File: src/sv/bphc_pkg.sv
`timescale 1ns / 1ps

package bphc_pkg;

  // Field and register widths
  localparam int unsigned DebounceW = 8;
  localparam int unsigned HoldW     = 16;
  localparam int unsigned RepeatW   = 8;
  localparam int unsigned EventW    = 2;
  localparam int unsigned CfgAddrW  = 2;
  localparam int unsigned CfgDataW  = 16;
  localparam int unsigned TdataW    = 8;

  typedef logic [EventW-1:0]   event_t;
  typedef logic [CfgAddrW-1:0] cfg_addr_t;

  // Event codes
  localparam event_t EV_NONE  = 2'd0;
  localparam event_t EV_PRESS = 2'd1;
  localparam event_t EV_SHORT = 2'd2;
  localparam event_t EV_LONG  = 2'd3;

  // Configuration register indexes
  localparam cfg_addr_t REG_DEBOUNCE = 2'd0;
  localparam cfg_addr_t REG_SHORT    = 2'd1;
  localparam cfg_addr_t REG_LONG     = 2'd2;
  localparam cfg_addr_t REG_REPEAT   = 2'd3;

  // Reset values of the registers
  localparam logic [DebounceW-1:0] DebounceRst = 8'd5;
  localparam logic [HoldW-1:0]     ShortRst    = 16'd50;
  localparam logic [HoldW-1:0]     LongRst     = 16'd200;
  localparam logic [RepeatW-1:0]   RepeatRst   = 8'd50;

  localparam logic [HoldW-1:0]     HoldMax     = '1;

endpackage

File: src/sv/button_press_hold_classifier.sv
`timescale 1ns / 1ps

// Button press and hold classifier.
// The input stream carries one sampled button level per request (in_tdata
// bit 0, 1 = pressed); the output stream returns exactly one event code per
// input request (out_tdata bits 1:0: none, press, short hold, long-hold
// repeat). Thresholds are set through the write-only cfg_ port, which
// should only be written while no request is in flight.
// An accepted request's event is registered into the output register, or
// into the skid entry while that register is held. Throughput is one
// request per cycle while in_tready is high; all counter updates are a single
// add and compare between the sample handshake and the two-entry buffer.
// The result side holds an output register plus one skid entry, so a new
// sample is still taken while one result waits; only when both entries are
// full does in_tready fall, and it rises again as soon as the receiver
// takes a result.
// Synchronous active-low reset restores the register defaults, reloads the
// counters, disarms the block and empties the result buffer. The first
// pressed sample after reset only arms the block.
module button_press_hold_classifier (
  input  logic                         clk,
  input  logic                         rst_n,
  input  logic                         in_tvalid,
  output logic                         in_tready,
  input  logic [bphc_pkg::TdataW-1:0]  in_tdata,   // [0] pressed
  output logic                         out_tvalid,
  input  logic                         out_tready,
  output logic [bphc_pkg::TdataW-1:0]  out_tdata,  // [1:0] event_code
  input  logic                         cfg_we,
  input  logic [bphc_pkg::CfgAddrW-1:0] cfg_addr,
  input  logic [bphc_pkg::CfgDataW-1:0] cfg_wdata
);
  import bphc_pkg::*;

  // Configuration registers
  logic [DebounceW-1:0] debounce_ticks_r;
  logic [HoldW-1:0]     short_hold_ticks_r;
  logic [HoldW-1:0]     long_hold_ticks_r;
  logic [RepeatW-1:0]   repeat_ticks_r;

  // Classifier state
  logic [DebounceW-1:0] debounce_left_r, debounce_left_nxt;
  logic [HoldW-1:0]     hold_count_r, hold_count_nxt;
  logic [RepeatW-1:0]   repeat_left_r, repeat_left_nxt;
  logic                 armed_r, armed_nxt;
  event_t               ev_nxt;

  // Result buffer: output register plus one skid entry
  logic   out_valid_r, skid_valid_r;
  event_t out_ev_r, skid_ev_r;

  logic in_acc, out_acc, pressed;
  logic [RepeatW-1:0] repeat_dec;

  assign pressed   = in_tdata[0];
  assign in_tready = ~skid_valid_r;
  assign in_acc    = in_tvalid & in_tready;
  assign out_acc   = out_valid_r & out_tready;

  assign out_tvalid = out_valid_r;
  assign out_tdata  = {{(TdataW - EventW){1'b0}}, out_ev_r};

  // Configuration writes; all four 2-bit indexes select a register.
  always_ff @(posedge clk) begin
    if (!rst_n) begin
      debounce_ticks_r   <= DebounceRst;
      short_hold_ticks_r <= ShortRst;
      long_hold_ticks_r  <= LongRst;
      repeat_ticks_r     <= RepeatRst;
    end else if (cfg_we) begin
      unique case (cfg_addr)
        REG_DEBOUNCE: debounce_ticks_r   <= cfg_wdata[DebounceW-1:0];
        REG_SHORT:    short_hold_ticks_r <= cfg_wdata[HoldW-1:0];
        REG_LONG:     long_hold_ticks_r  <= cfg_wdata[HoldW-1:0];
        REG_REPEAT:   repeat_ticks_r     <= cfg_wdata[RepeatW-1:0];
        default: ;
      endcase
    end
  end

  assign repeat_dec = repeat_left_r - 1'b1;

  // Next state and event for the sample being accepted.
  always_comb begin
    debounce_left_nxt = debounce_left_r;
    hold_count_nxt    = hold_count_r;
    repeat_left_nxt   = repeat_left_r;
    armed_nxt         = armed_r;
    ev_nxt            = EV_NONE;
    if (pressed) begin
      if (!armed_r) begin
        armed_nxt = 1'b1;
      end else if (debounce_left_r != '0) begin
        debounce_left_nxt = debounce_left_r - 1'b1;
      end else if (hold_count_r <= long_hold_ticks_r) begin
        // Saturates at the top so a maximal long limit never repeats.
        if (hold_count_r != HoldMax) begin
          hold_count_nxt = hold_count_r + 1'b1;
        end
      end else begin
        // Repeat interval of zero wraps to a full 256-sample period.
        if (repeat_dec == '0) begin
          ev_nxt          = EV_LONG;
          repeat_left_nxt = repeat_ticks_r;
        end else begin
          repeat_left_nxt = repeat_dec;
        end
      end
    end else begin
      if (armed_r) begin
        if (hold_count_r >= short_hold_ticks_r && hold_count_r <= long_hold_ticks_r) begin
          ev_nxt = EV_SHORT;
        end else if (debounce_left_r == '0 && hold_count_r < short_hold_ticks_r) begin
          ev_nxt = EV_PRESS;
        end
      end
      debounce_left_nxt = debounce_ticks_r;
      hold_count_nxt    = '0;
      repeat_left_nxt   = repeat_ticks_r;
    end
  end

  always_ff @(posedge clk) begin
    if (!rst_n) begin
      debounce_left_r <= DebounceRst;
      hold_count_r    <= '0;
      repeat_left_r   <= RepeatRst;
      armed_r         <= 1'b0;
    end else if (in_acc) begin
      debounce_left_r <= debounce_left_nxt;
      hold_count_r    <= hold_count_nxt;
      repeat_left_r   <= repeat_left_nxt;
      armed_r         <= armed_nxt;
    end
  end

  // Two-entry result buffer. The skid entry only fills while the output
  // register is occupied and not being taken.
  always_ff @(posedge clk) begin
    if (!rst_n) begin
      out_valid_r  <= 1'b0;
      skid_valid_r <= 1'b0;
    end else begin
      if (out_acc || !out_valid_r) begin
        if (skid_valid_r) begin
          out_valid_r  <= 1'b1;
          out_ev_r     <= skid_ev_r;
          skid_valid_r <= in_acc;
          skid_ev_r    <= ev_nxt;
        end else begin
          out_valid_r <= in_acc;
          out_ev_r    <= ev_nxt;
        end
      end else if (in_acc) begin
        skid_valid_r <= 1'b1;
        skid_ev_r    <= ev_nxt;
      end
    end
  end

`ifndef SYNTHESIS
  // The skid entry is never occupied while the output register is empty.
  a_skid_order: assert property (@(posedge clk) disable iff (!rst_n)
    skid_valid_r |-> out_valid_r)
    else $error("skid entry valid with empty output register");

  // Once armed, the block stays armed until reset.
  a_armed_sticks: assert property (@(posedge clk) disable iff (!rst_n)
    armed_r |=> armed_r)
    else $error("armed flag dropped");

  // A released sample reloads the hold counter.
  a_release_clears: assert property (@(posedge clk) disable iff (!rst_n)
    (in_acc && !pressed) |=> (hold_count_r == '0))
    else $error("hold count not cleared on release");

  // No event is produced before the block is armed.
  a_unarmed_quiet: assert property (@(posedge clk) disable iff (!rst_n)
    (in_acc && !armed_r) |-> (ev_nxt == EV_NONE))
    else $error("event produced while not armed");

  // Long-hold repeats only occur past the long limit with debounce done.
  a_long_past_limit: assert property (@(posedge clk) disable iff (!rst_n)
    (in_acc && ev_nxt == EV_LONG) |->
      (debounce_left_r == '0 && hold_count_r > long_hold_ticks_r))
    else $error("long-hold event before long limit");
`endif

endmodule
File: config.mk
export PLATFORM = sky130hd
export DESIGN_NAME = button_press_hold_classifier
export DESIGN_NICKNAME = d
export VERILOG_FILES = /design/src/sv/bphc_pkg.sv /design/src/sv/button_press_hold_classifier.sv
export SDC_FILE = /design/constraint.sdc
export NUM_CORES = 1
export LEC_CHECK = 0
export BUFFER_PORTS_ARGS = -buffer_cell sky130_fd_sc_hd__buf_2
export CORE_UTILIZATION = 30
export CTS_BUF_LIST = sky130_fd_sc_hd__clkbuf_4 sky130_fd_sc_hd__clkbuf_8 sky130_fd_sc_hd__clkbuf_16
export CTS_CLUSTER_DIAMETER = 120
export CTS_CLUSTER_SIZE = 40
export DETAILED_ROUTE_END_ITERATION = 16
export SKIP_LAST_GASP = 1
export SYNTH_ARGS = -nofsm -noshare
export SYNTH_HDL_FRONTEND = slang
export SYNTH_SLANG_ARGS = --single-unit
File: constraint.sdc
create_clock -name clk -period 5.3 [get_ports clk]
set_input_delay 0.795 -clock clk [delete_from_list [all_inputs] [get_ports clk]]
set_output_delay 0.795 -clock clk [all_outputs]
set_load 0.01 [all_outputs]
# After elaboration in Yosys (flattened, before gate mapping)
# Cells that the tools add are included.
[op_classes]
mux = 29
div_mod_pow = 0
multipliers = 0
eq_ne = 11
n_lt_le_gt_ge = 3
reduce_logical = 19
shifts = 0
n_bitwise = 3
add_sub_neg = 3
[op_table]
columns = ["operator", "n"]
rows = [
  ["$mux 16", 5],
  ["$mux 8", 8],
  ["$mux 2", 11],
  ["$add 16x1->16 const B", 1],
  ["$ge 16x16->1", 1],
  ["$le 16x16->1", 1],
  ["$logic_not 8->1", 2],
  ["$lt 16x16->1", 1],
  ["$ne 16x16->1 const B", 1],
  ["$sub 8x1->8 const B", 2],
  ["$reduce_and 2->1", 6],
  ["$ne 2x1->1 const B", 4],
  ["$reduce_bool 8->1", 1],
  ["$ne 2x2->1 const B", 3],
  ["$reduce_and 3->1", 2],
  ["$mux 1", 5],
  ["$reduce_and 5->1", 1],
  ["$eq 2x2->1 const B", 2],
  ["$reduce_and 4->1", 1],
  ["$and 1x1->1", 2],
  ["$eq 2x1->1 const B", 1],
  ["$logic_and 1x1->1", 2],
  ["$logic_not 2->1", 1],
  ["$reduce_bool 2->1", 1],
  ["3 further kinds", 3],
]
[word_totals]
mem_bits_ro = 0
register_bits = 87
out_inout_bits = 10
inputBits = 31
ram_bits = 0
memories = 0
wordCells = 80
latchBits = 0

# Depth between registers and ports, before layout
# Gate-level depths: netlist of run 1.
[logic_depth]
word_depth = 9
ltp_mapped = 10
depth_no_buf = 9

# Worst setup path before layout of run 1
# Ideal clock, no wire load.
[synth_path]
path_type = "register to register"
from = "register long_hold_ticks_r[11]"
to = "register out_ev_r[1], data pin"
slack_ns = 2.940
period_less_slack_ns = 2.360
path_stages_with_launch = 10
t_arrival_ns = 2.208
required_time_ns = 5.148
setup_time_ns = 0.152
path_buffers = 0
cell_sequence = "dfxtp_1 > inv_1 > ha_1 > a21oi_2 > o21a_1 > o221ai_1 > a221o_2 > and2_4 > or4b_4 > a31oi_1"
[synth_via]
elab_chain_len = 6
elab_cells_between_ends = 9
cone_classes = "order compare: 1; mux: 7; reduce/logical: 1"
[synth_lines]
columns = ["item", "line_no", "text"]
rows = [
  ["from (decl)", "button_press_hold_classifier.sv:38", "logic [HoldW-1:0] long_hold_ticks_r;"],
  ["from (signal assigned)", "button_press_hold_classifier.sv:68", "long_hold_ticks_r <= LongRst;"],
  ["from (signal assigned)", "button_press_hold_classifier.sv:74", "REG_LONG: long_hold_ticks_r <= cfg_wdata[HoldW-1:0];"],
  ["$le 16x16->1 (*)", "button_press_hold_classifier.sv:95, button_press_hold_classifier.sv:111", ""],
  ["$mux 2 or $logic_and 1x1->1 (tied branches)", "button_press_hold_classifier.sv:95, button_press_hold_classifier.sv:111", ""],
  ["$mux 2 (on tied branches)", "button_press_hold_classifier.sv:93, button_press_hold_classifier.sv:111", ""],
  ["$mux 2 (on tied branches)", "button_press_hold_classifier.sv:91, button_press_hold_classifier.sv:110", ""],
  ["$mux 2 (*)", "button_press_hold_classifier.sv:90", "if (pressed) begin"],
  ["$mux 2 (*)", "button_press_hold_classifier.sv:145", "if (skid_valid_r) begin"],
  ["to (signal assigned)", "button_press_hold_classifier.sv:147", "out_ev_r <= skid_ev_r;"],
  ["to (signal assigned)", "button_press_hold_classifier.sv:152", "out_ev_r <= ev_nxt;"],
  ["to (decl)", "button_press_hold_classifier.sv:50", "event_t out_ev_r, skid_ev_r;"],
]
# Mark *: on every way between the ends. The rest lies on a longest branch, timed or not.
# A chain may end at the register's enable or synchronous reset.

# Final worst setup path of run 1
[layout_path]
from = "register hold_count_r[15]"
to = "register out_ev_r[1], data pin"
[layout_via]
elab_chain_len = 6
elab_cells_between_ends = 10
cone_classes = "order compare: 2; mux: 7; reduce/logical: 1"
[layout_lines]
columns = ["item", "line_no", "text"]
rows = [
  ["from (decl)", "button_press_hold_classifier.sv:43", "logic [HoldW-1:0] hold_count_r, hold_count_nxt;"],
  ["from (signal assigned)", "button_press_hold_classifier.sv:131", "hold_count_r <= hold_count_nxt;"],
  ["$le 16x16->1 or $ge 16x16->1 (tied branches)", "button_press_hold_classifier.sv:95, button_press_hold_classifier.sv:111", ""],
  ["$mux 2 or $logic_and 1x1->1 (tied branches)", "button_press_hold_classifier.sv:95, button_press_hold_classifier.sv:111", ""],
  ["$mux 2 (on tied branches)", "button_press_hold_classifier.sv:93, button_press_hold_classifier.sv:111", ""],
  ["$mux 2 (on tied branches)", "button_press_hold_classifier.sv:91, button_press_hold_classifier.sv:110", ""],
  ["$mux 2 (*)", "button_press_hold_classifier.sv:90", ""],
  ["$mux 2 (*)", "button_press_hold_classifier.sv:145", ""],
]
# Marked as above.

==> results of run 1 <==
## routing by layer
| metal | vias up | share of wire | routed length (um) | track usage |
|---|---|---|---|---|
| met5 | - | 0 | 0 | 0 |
| met4 | 0 | 0.011 | 126 | 0.0540 |
| met3 | 10 | 0.044 | 489 | 0.0270 |
| met2 | 58 | 0.42 | 4630 | 0.212 |
| met1 | 1760 | 0.52 | 5740 | 0.209 |
| li1 | 2052 | - | - | - |
## tightest hold or removal path: stages (launching register included)
cell and delay, ns:
sky130_fd_sc_hd__dfxtp_1 0.31, sky130_fd_sc_hd__nand2_1 0.04, sky130_fd_sc_hd__a21boi_0 0.06
## kinds of logic after synthesis
group,after synthesis,synth area share
AO/OA/AOI/OAI,141,0.206
other,1,0.000778
buffers and inverters,75,0.0639
multiplexers,11,0.0228
XOR/XNOR,19,0.0345
AND/OR/NAND/NOR,216,0.209
flip-flops,87,0.370
adder cells (fa/ha/maj),36,0.0935
## cell type report
| cell class | count | share of cell area |
|---|---|---|
| clock buffer | 11 | 0.0487 |
| clock inverter | 5 | 0.00670 |
| inverter | 44 | 0.0305 |
| multi-input combinational | 429 | 0.507 |
| sequential | 87 | 0.329 |
| tap | 211 | 0.0487 |
| timing repair buffer | 30 | 0.0291 |
## registers in the layout, indices dropped and copies added (netlist names)
signal / count
out_ev_r: 2
repeat_ticks_r: 8
skid_valid_r: 1
debounce_ticks_r: 8
skid_ev_r: 2
debounce_left_r: 8
long_hold_ticks_r: 16
repeat_left_r: 8
hold_count_r: 16
armed_r: 1
out_tvalid: 1
short_hold_ticks_r: 16
## synth_stat cells, types with 4 or more instances
cell and count:
sky130_fd_sc_hd__nand2_1 111, sky130_fd_sc_hd__nor2b_1 11, sky130_fd_sc_hd__dfxtp_1 83, sky130_fd_sc_hd__nor3_1 6, sky130_fd_sc_hd__buf_1 4, sky130_fd_sc_hd__a211oi_1 10
sky130_fd_sc_hd__and2_1 4, sky130_fd_sc_hd__nand4_1 10, sky130_fd_sc_hd__and3_1 4, sky130_fd_sc_hd__nand3_1 14, sky130_fd_sc_hd__clkbuf_1 18, sky130_fd_sc_hd__edfxtp_1 4
sky130_fd_sc_hd__xnor2_1 18, sky130_fd_sc_hd__inv_1 43, sky130_fd_sc_hd__a21boi_0 33, sky130_fd_sc_hd__buf_4 6, sky130_fd_sc_hd__ha_1 36, sky130_fd_sc_hd__o21ai_0 16
sky130_fd_sc_hd__o221a_2 4, sky130_fd_sc_hd__mux2i_1 11, sky130_fd_sc_hd__o211ai_1 8, sky130_fd_sc_hd__nor2_1 36, sky130_fd_sc_hd__a21oi_1 35
## metrics by stage
| step | instances | cell area, sq um | hold WS (ns) |
|---|---|---|---|
| 5_1_grt | 817 | 5420 | 0.489 |
| 3_3_place_gp | 801 | 5120 | 0.453 |
| 6_report | 817 | 5420 | 0.462 |
| 2_1_floorplan | 591 | 4840 | 0.441 |
| 3_5_place_dp | 801 | 5120 | 0.459 |
| 4_1_cts | 817 | 5420 | 0.468 |
## power by group
group          leakage [nW]  internal, mW  switching, mW
clock network         0.151         0.362          0.277
registers             0.711         0.680         0.0145
logic                  1.16        0.0496         0.0783
total                  2.02          1.09          0.370
## how the worst min path moves through the flow
stage | slack [ns] | end | from | depth (start not counted)
after global placement | 0.45 | short_hold_ticks_r[7] | short_hold_ticks_r[7] | 2
after global routing | 0.49 | short_hold_ticks_r[14] | short_hold_ticks_r[14] | 2
after detailed placement | 0.46 | short_hold_ticks_r[15] | short_hold_ticks_r[15] | 2
after CTS | 0.47 | short_hold_ticks_r[12] | short_hold_ticks_r[12] | 2
after floorplan | 0.44 | repeat_ticks_r[4] | repeat_ticks_r[4] | 2
final | 0.46 | short_hold_ticks_r[12] | short_hold_ticks_r[12] | 2
==> flow_summary.json, run 1 <==
{
  "outcome": "complete, no violations",
  "synth_largest_area_cell": "sky130_fd_sc_hd__dfxtp_1",
  "hold_class": "register to register",
  "final_layout_size_suffix_gt1_frac": 0.111,
  "path_class": "register to register",
  "routabilityCongestion": 0.777,
  "timing.critical_path.cells": "ha_1 -> nand4_2 -> nor4_2 -> nand2_2 -> and2_4 -> or4b_4 -> a31oi_1",
  "horizontal_extent_of_the_die_um": 129,
  "critPathMaxFanout": 17,
  "max_slew_margin": 0.498,
  "detailedRoute.firstPassIterationCount": 6,
  "grt_pass1_vias": 3683,
  "n_diodes": 0,
  "cts.path.max_buffers": 2,
  "area_growth_from_synthesis_to_final_layout_pct": 12.4,
  "synthesis.area_sq_um": 4820,
  "final_period_minus_worst_setup_slack_ns": 2.78,
  "source_of_the_critical_timing_path": "hold_count_r[15]",
  "worst_supply_voltage_drop_on_vdd_v": 0.000146,
  "clk-insertion-delay-late_ns": 0.35,
  "cts_sinks": 87,
  "final_max_slew_viol_count": 0,
  "crit_path_end": "out_ev_r[1]",
  "cts_hold_repair.buffers": 0,
  "die_ar_sq_um": 16600,
  "total_power_mw": 1.46,
  "critical_path.n_buffers_inverters": 0,
  "critPathRequiredTime_ns": 5.49,
  "synthesis.area_per_instance_sq_um": 8.22,
  "number_of_i_o_port_buffers": 27,
  "pre_cts_slack_ns": 2.24,
  "antenna_found_initial": 0,
  "crit_slowest_cell": "sky130_fd_sc_hd__or4b_4",
  "postSynthRegisterBits": 87,
  "pin_count_of_the_biggest_net_entering_global_routing": 75,
  "async_reset_ff_frac": 0,
  "reg2reg_slack_ns": 2.52,
  "crit-reg2reg-launch": "hold_count_r[15]",
  "nFillCells": 1649,
  "core.rowCount": 45,
  "netlist_instances": 586,
  "cellPowerDensity_nw_per_um2": 270,
  "most-common-layout-cells": "sky130_fd_sc_hd__nand2_1, sky130_fd_sc_hd__dfxtp_1, sky130_fd_sc_hd__inv_1",
  "final_critical_path_setup_slack_ns": 2.52,
  "dr_total_vias": 3880,
  "cts_root_buffer": "sky130_fd_sc_hd__clkbuf_16",
  "fmax_ghz": 0.360,
  "final_hold_viol_count": 0,
  "setup.worst_path.end_class": "register",
  "global_route.usage.total": 0.145,
  "synthTopCellsByArea": "sky130_fd_sc_hd__dfxtp_1, sky130_fd_sc_hd__ha_1, sky130_fd_sc_hd__nand2_1, sky130_fd_sc_hd__a21boi_0, sky130_fd_sc_hd__a21oi_1",
  "post_cts_buffers": 0,
  "worstReg2RegEnd": "out_ev_r[1]",
  "synth.top_cell.area_share": 0.345,
  "critical_path_depth": 7,
  "core_region_area_sq_um": 15400,
  "skew_ns": 0.00927,
  "total_area_of_multi_input_combinational_cells_sq_um": 2750,
  "routedWlPerCell_um": 13.5,
  "r2r.worst_path.cells": 7,
  "synth-seq-area-share": 0.370,
  "detail_route.vias_per_cell": 4.75,
  "finalWirelength_um": 11000,
  "final_net_count": 668,
  "dp_hpwl_um": 7940,
  "worst_setup_hold_path_clk_slew_ns": 0.06,
  "pin_count": 41,
  "cts_tree": "done",
  "synthesis.yosys.warnings": 0,
  "route.detailed.drc": 0,
  "leakage_nw": 2.02,
  "cell_family_with_most_cp_delay": "simple AND/OR/NAND/NOR gates",
  "post_synth_cell_types": 64,
  "fin_util": 0.351,
  "worst_slew_pin_slew_ns": 0.753,
  "cts_max_level": 3,
  "die_h_um": 129,
  "grt.overflow.total": 0,
  "cts-resized-gates": 0,
  "drt.antenna.violating_nets": 0,
  "cts-buffers-inserted": 9,
  "timing.final.crit_share": 0.524,
  "synth_edf_count": 4,
  "setup_total_negative_slack_ns": 0,
  "layout.area.seq_sq_um": 1780,
  "rsz0062_at_grt": "false",
  "yosys_most_used_dff": "sky130_fd_sc_hd__dfxtp_1",
  "cp.arrival_ns": 2.97,
  "setup_viol_count_final": 0,
  "grt_pass1_wl_um": 18700,
  "commonest_non_fill_non_tap_cell_in_the_layout": "sky130_fd_sc_hd__nand2_1",
  "worst_setup_path_start_kind": "register",
  "first_iter_violations": 256,
  "start_util": 0.312,
  "max_cap_violations": 0,
  "slowest_delay_ns": 0.52
}
No activity file was read; power rests on OpenSTA's default activity.
==> run 2, diff against run 1 <==
==> constraint.sdc (replaced) <==
create_clock -name clk -period 2.9 [get_ports clk]
set_input_delay 0.435 -clock clk [delete_from_list [all_inputs] [get_ports clk]]
set_output_delay 0.435 -clock clk [all_outputs]
set_load 0.01 [all_outputs]
==> run 2 against run 1 <==
Sequential share of layout area is 0.38 points lower. Count of clock-buffer cells in the layout stayed put. Maximum frequency grew 9.1%. Hold slack lost 0.11 ns. Non-clock buffer count rose by 10. Largest cell class unchanged. Global-route usage rose by 0.079 points.
==> flow_summary.json, run 2 (synthesized netlist as in run 1, its figures left out) <==
{
  "setup_total_negative_slack_ns": 0,
  "crit_slowest_cell": "sky130_fd_sc_hd__or3b_1",
  "crit-reg2reg-launch": "debounce_left_r[0]",
  "hold-path-cell-count": 2,
  "critPathRequiredTime_ns": 3.08,
  "setup_viol_count_final": 0,
  "worst_hold_path.endpoint": "out_tvalid",
  "timing.final.crit_share": 0.878,
  "drt.antenna.violating_nets": 0,
  "number_of_i_o_port_buffers": 27,
  "n_diodes": 0,
  "worst_setup_path_start_kind": "register",
  "worst_slew_pin_slew_ns": 0.736,
  "place.detailed.instances": 811,
  "hold_path_startpoint": "in_tvalid",
  "reg2reg_slack_ns": 0.35,
  "core.rowCount": 45,
  "worst_supply_voltage_drop_on_vdd_v": 0.000252,
  "fin_worst_hold_slack_ns": 0.349,
  "final_max_slew_viol_count": 0,
  "die_ar_sq_um": 16600,
  "cts_max_level": 3,
  "area_growth_from_synthesis_to_final_layout_pct": 13.7,
  "cellPowerDensity_nw_per_um2": 482,
  "cts-resized-gates": 0,
  "rsz0062_at_grt": "false",
  "fmax_ghz": 0.393,
  "routedWlPerCell_um": 13.3,
  "grt_pass1_vias": 3702,
  "die_h_um": 129,
  "cts_tree": "done",
  "final_period_minus_worst_setup_slack_ns": 2.55,
  "grt_pass1_wl_um": 18900,
  "cts_sinks": 87,
  "cts_root_buffer": "sky130_fd_sc_hd__clkbuf_16",
  "final_hold_viol_count": 0,
  "cts-buffers-inserted": 9,
  "final_net_count": 678,
  "dp_hpwl_um": 8110,
  "final_layout_size_suffix_gt1_frac": 0.125,
  "path_class": "register to register",
  "cp.arrival_ns": 2.72,
  "final_cells": 827,
  "worstReg2RegEnd": "out_ev_r[0]",
  "worst_setup_hold_path_clk_slew_ns": 0.07,
  "commonest_non_fill_non_tap_cell_in_the_layout": "sky130_fd_sc_hd__nand2_1",
  "largestRegisters": "hold_count_r: 16 flops, long_hold_ticks_r: 16 flops, short_hold_ticks_r: 16 flops",
  "clk-insertion-delay-late_ns": 0.35,
  "core_region_area_sq_um": 15400,
  "detailedRoute.firstPassIterationCount": 4,
  "post_cts_buffers": 0,
  "r2r.worst_path.cells": 9,
  "first_iter_violations": 193,
  "most-common-layout-cells": "sky130_fd_sc_hd__nand2_1, sky130_fd_sc_hd__dfxtp_1, sky130_fd_sc_hd__inv_1",
  "finalWirelength_um": 11000,
  "total_power_mw": 2.64,
  "cts_hold_repair.buffers": 0,
  "grt.overflow.total": 0,
  "critPathMaxFanout": 4,
  "dr_total_vias": 3972,
  "pin_count_of_the_biggest_net_entering_global_routing": 43,
  "setup.worst_path.end_class": "register",
  "pin_count": 41,
  "timing.critical_path.cells": "inv_1 -> ha_1 -> or3b_1 -> nor3_1 -> nand2_1 -> nor4_1 -> nand3_1 -> and2_1 -> o31ai_1",
  "leakage_nw": 2.06,
  "detail_route.vias_per_cell": 4.80,
  "slowest_delay_ns": 0.40,
  "horizontal_extent_of_the_die_um": 129,
  "cts.path.max_buffers": 2,
  "global_route.usage.total": 0.145,
  "hold_class": "input port to register",
  "antenna_found_initial": 0,
  "max_cap_violations": 0,
  "start_util": 0.312,
  "outcome": "complete, no violations",
  "route.detailed.drc": 0,
  "skew_ns": 0.00990,
  "max_slew_margin": 0.509,
  "routabilityCongestion": 0.797
}
## run 2: worst max path at each step
stage                                from     endpoint  cells past startpoint
detailed placement     debounce_left_r[0]  out_ev_r[0]                      9
floorplan           long_hold_ticks_r[11]  out_ev_r[1]                      9
CTS                    debounce_left_r[0]  out_ev_r[0]                      9
global route           debounce_left_r[0]  out_ev_r[0]                      9
global placement       debounce_left_r[0]  out_ev_r[0]                      9
finish                 debounce_left_r[0]  out_ev_r[0]                      9
## run 2: cell type report
class,count,area (sq um)
Clock buffer,11,246
Clock inverter,5,42.5
Fill cell,1644,9950
Inverter,44,165
Multi-Input combinational cell,429,2750
Sequential cell,87,1780
Tap cell,211,264
Timing Repair Buffer,40,233
## run 2: power breakdown
part	internal (mW)	total, mW	switching [mW]
logic	0.0942	0.239	0.145
clock network	0.622	1.13	0.510
registers	1.24	1.27	0.0262
total	1.96	2.64	0.682
## run 2: critical path: cells and delay by family, from the launching register on
family	cells	cell delay, ns
AND/OR/NAND/NOR	6	1.58
flip-flops	1	0.32
adder cells (fa/ha/maj)	1	0.21
AO/OA/AOI/OAI	1	0.18
buffers and inverters	1	0.08
## run 2: layer usage
metal  part of all wire  global-route usage
met5                  0                   0
met4              0.013              0.0651
met3              0.044              0.0195
met2               0.43               0.219
met1               0.52               0.206
## run 2: stage by stage
stage	cell area, sq um	util	worst slack, ns
final	5480	0.355	0.354
after global routing	5480	0.355	0.0202
after global placement	5190	0.337	0.361
after detailed placement	5190	0.337	0.354
after CTS	5480	0.355	0.333
after floorplan	4840	-	0.540
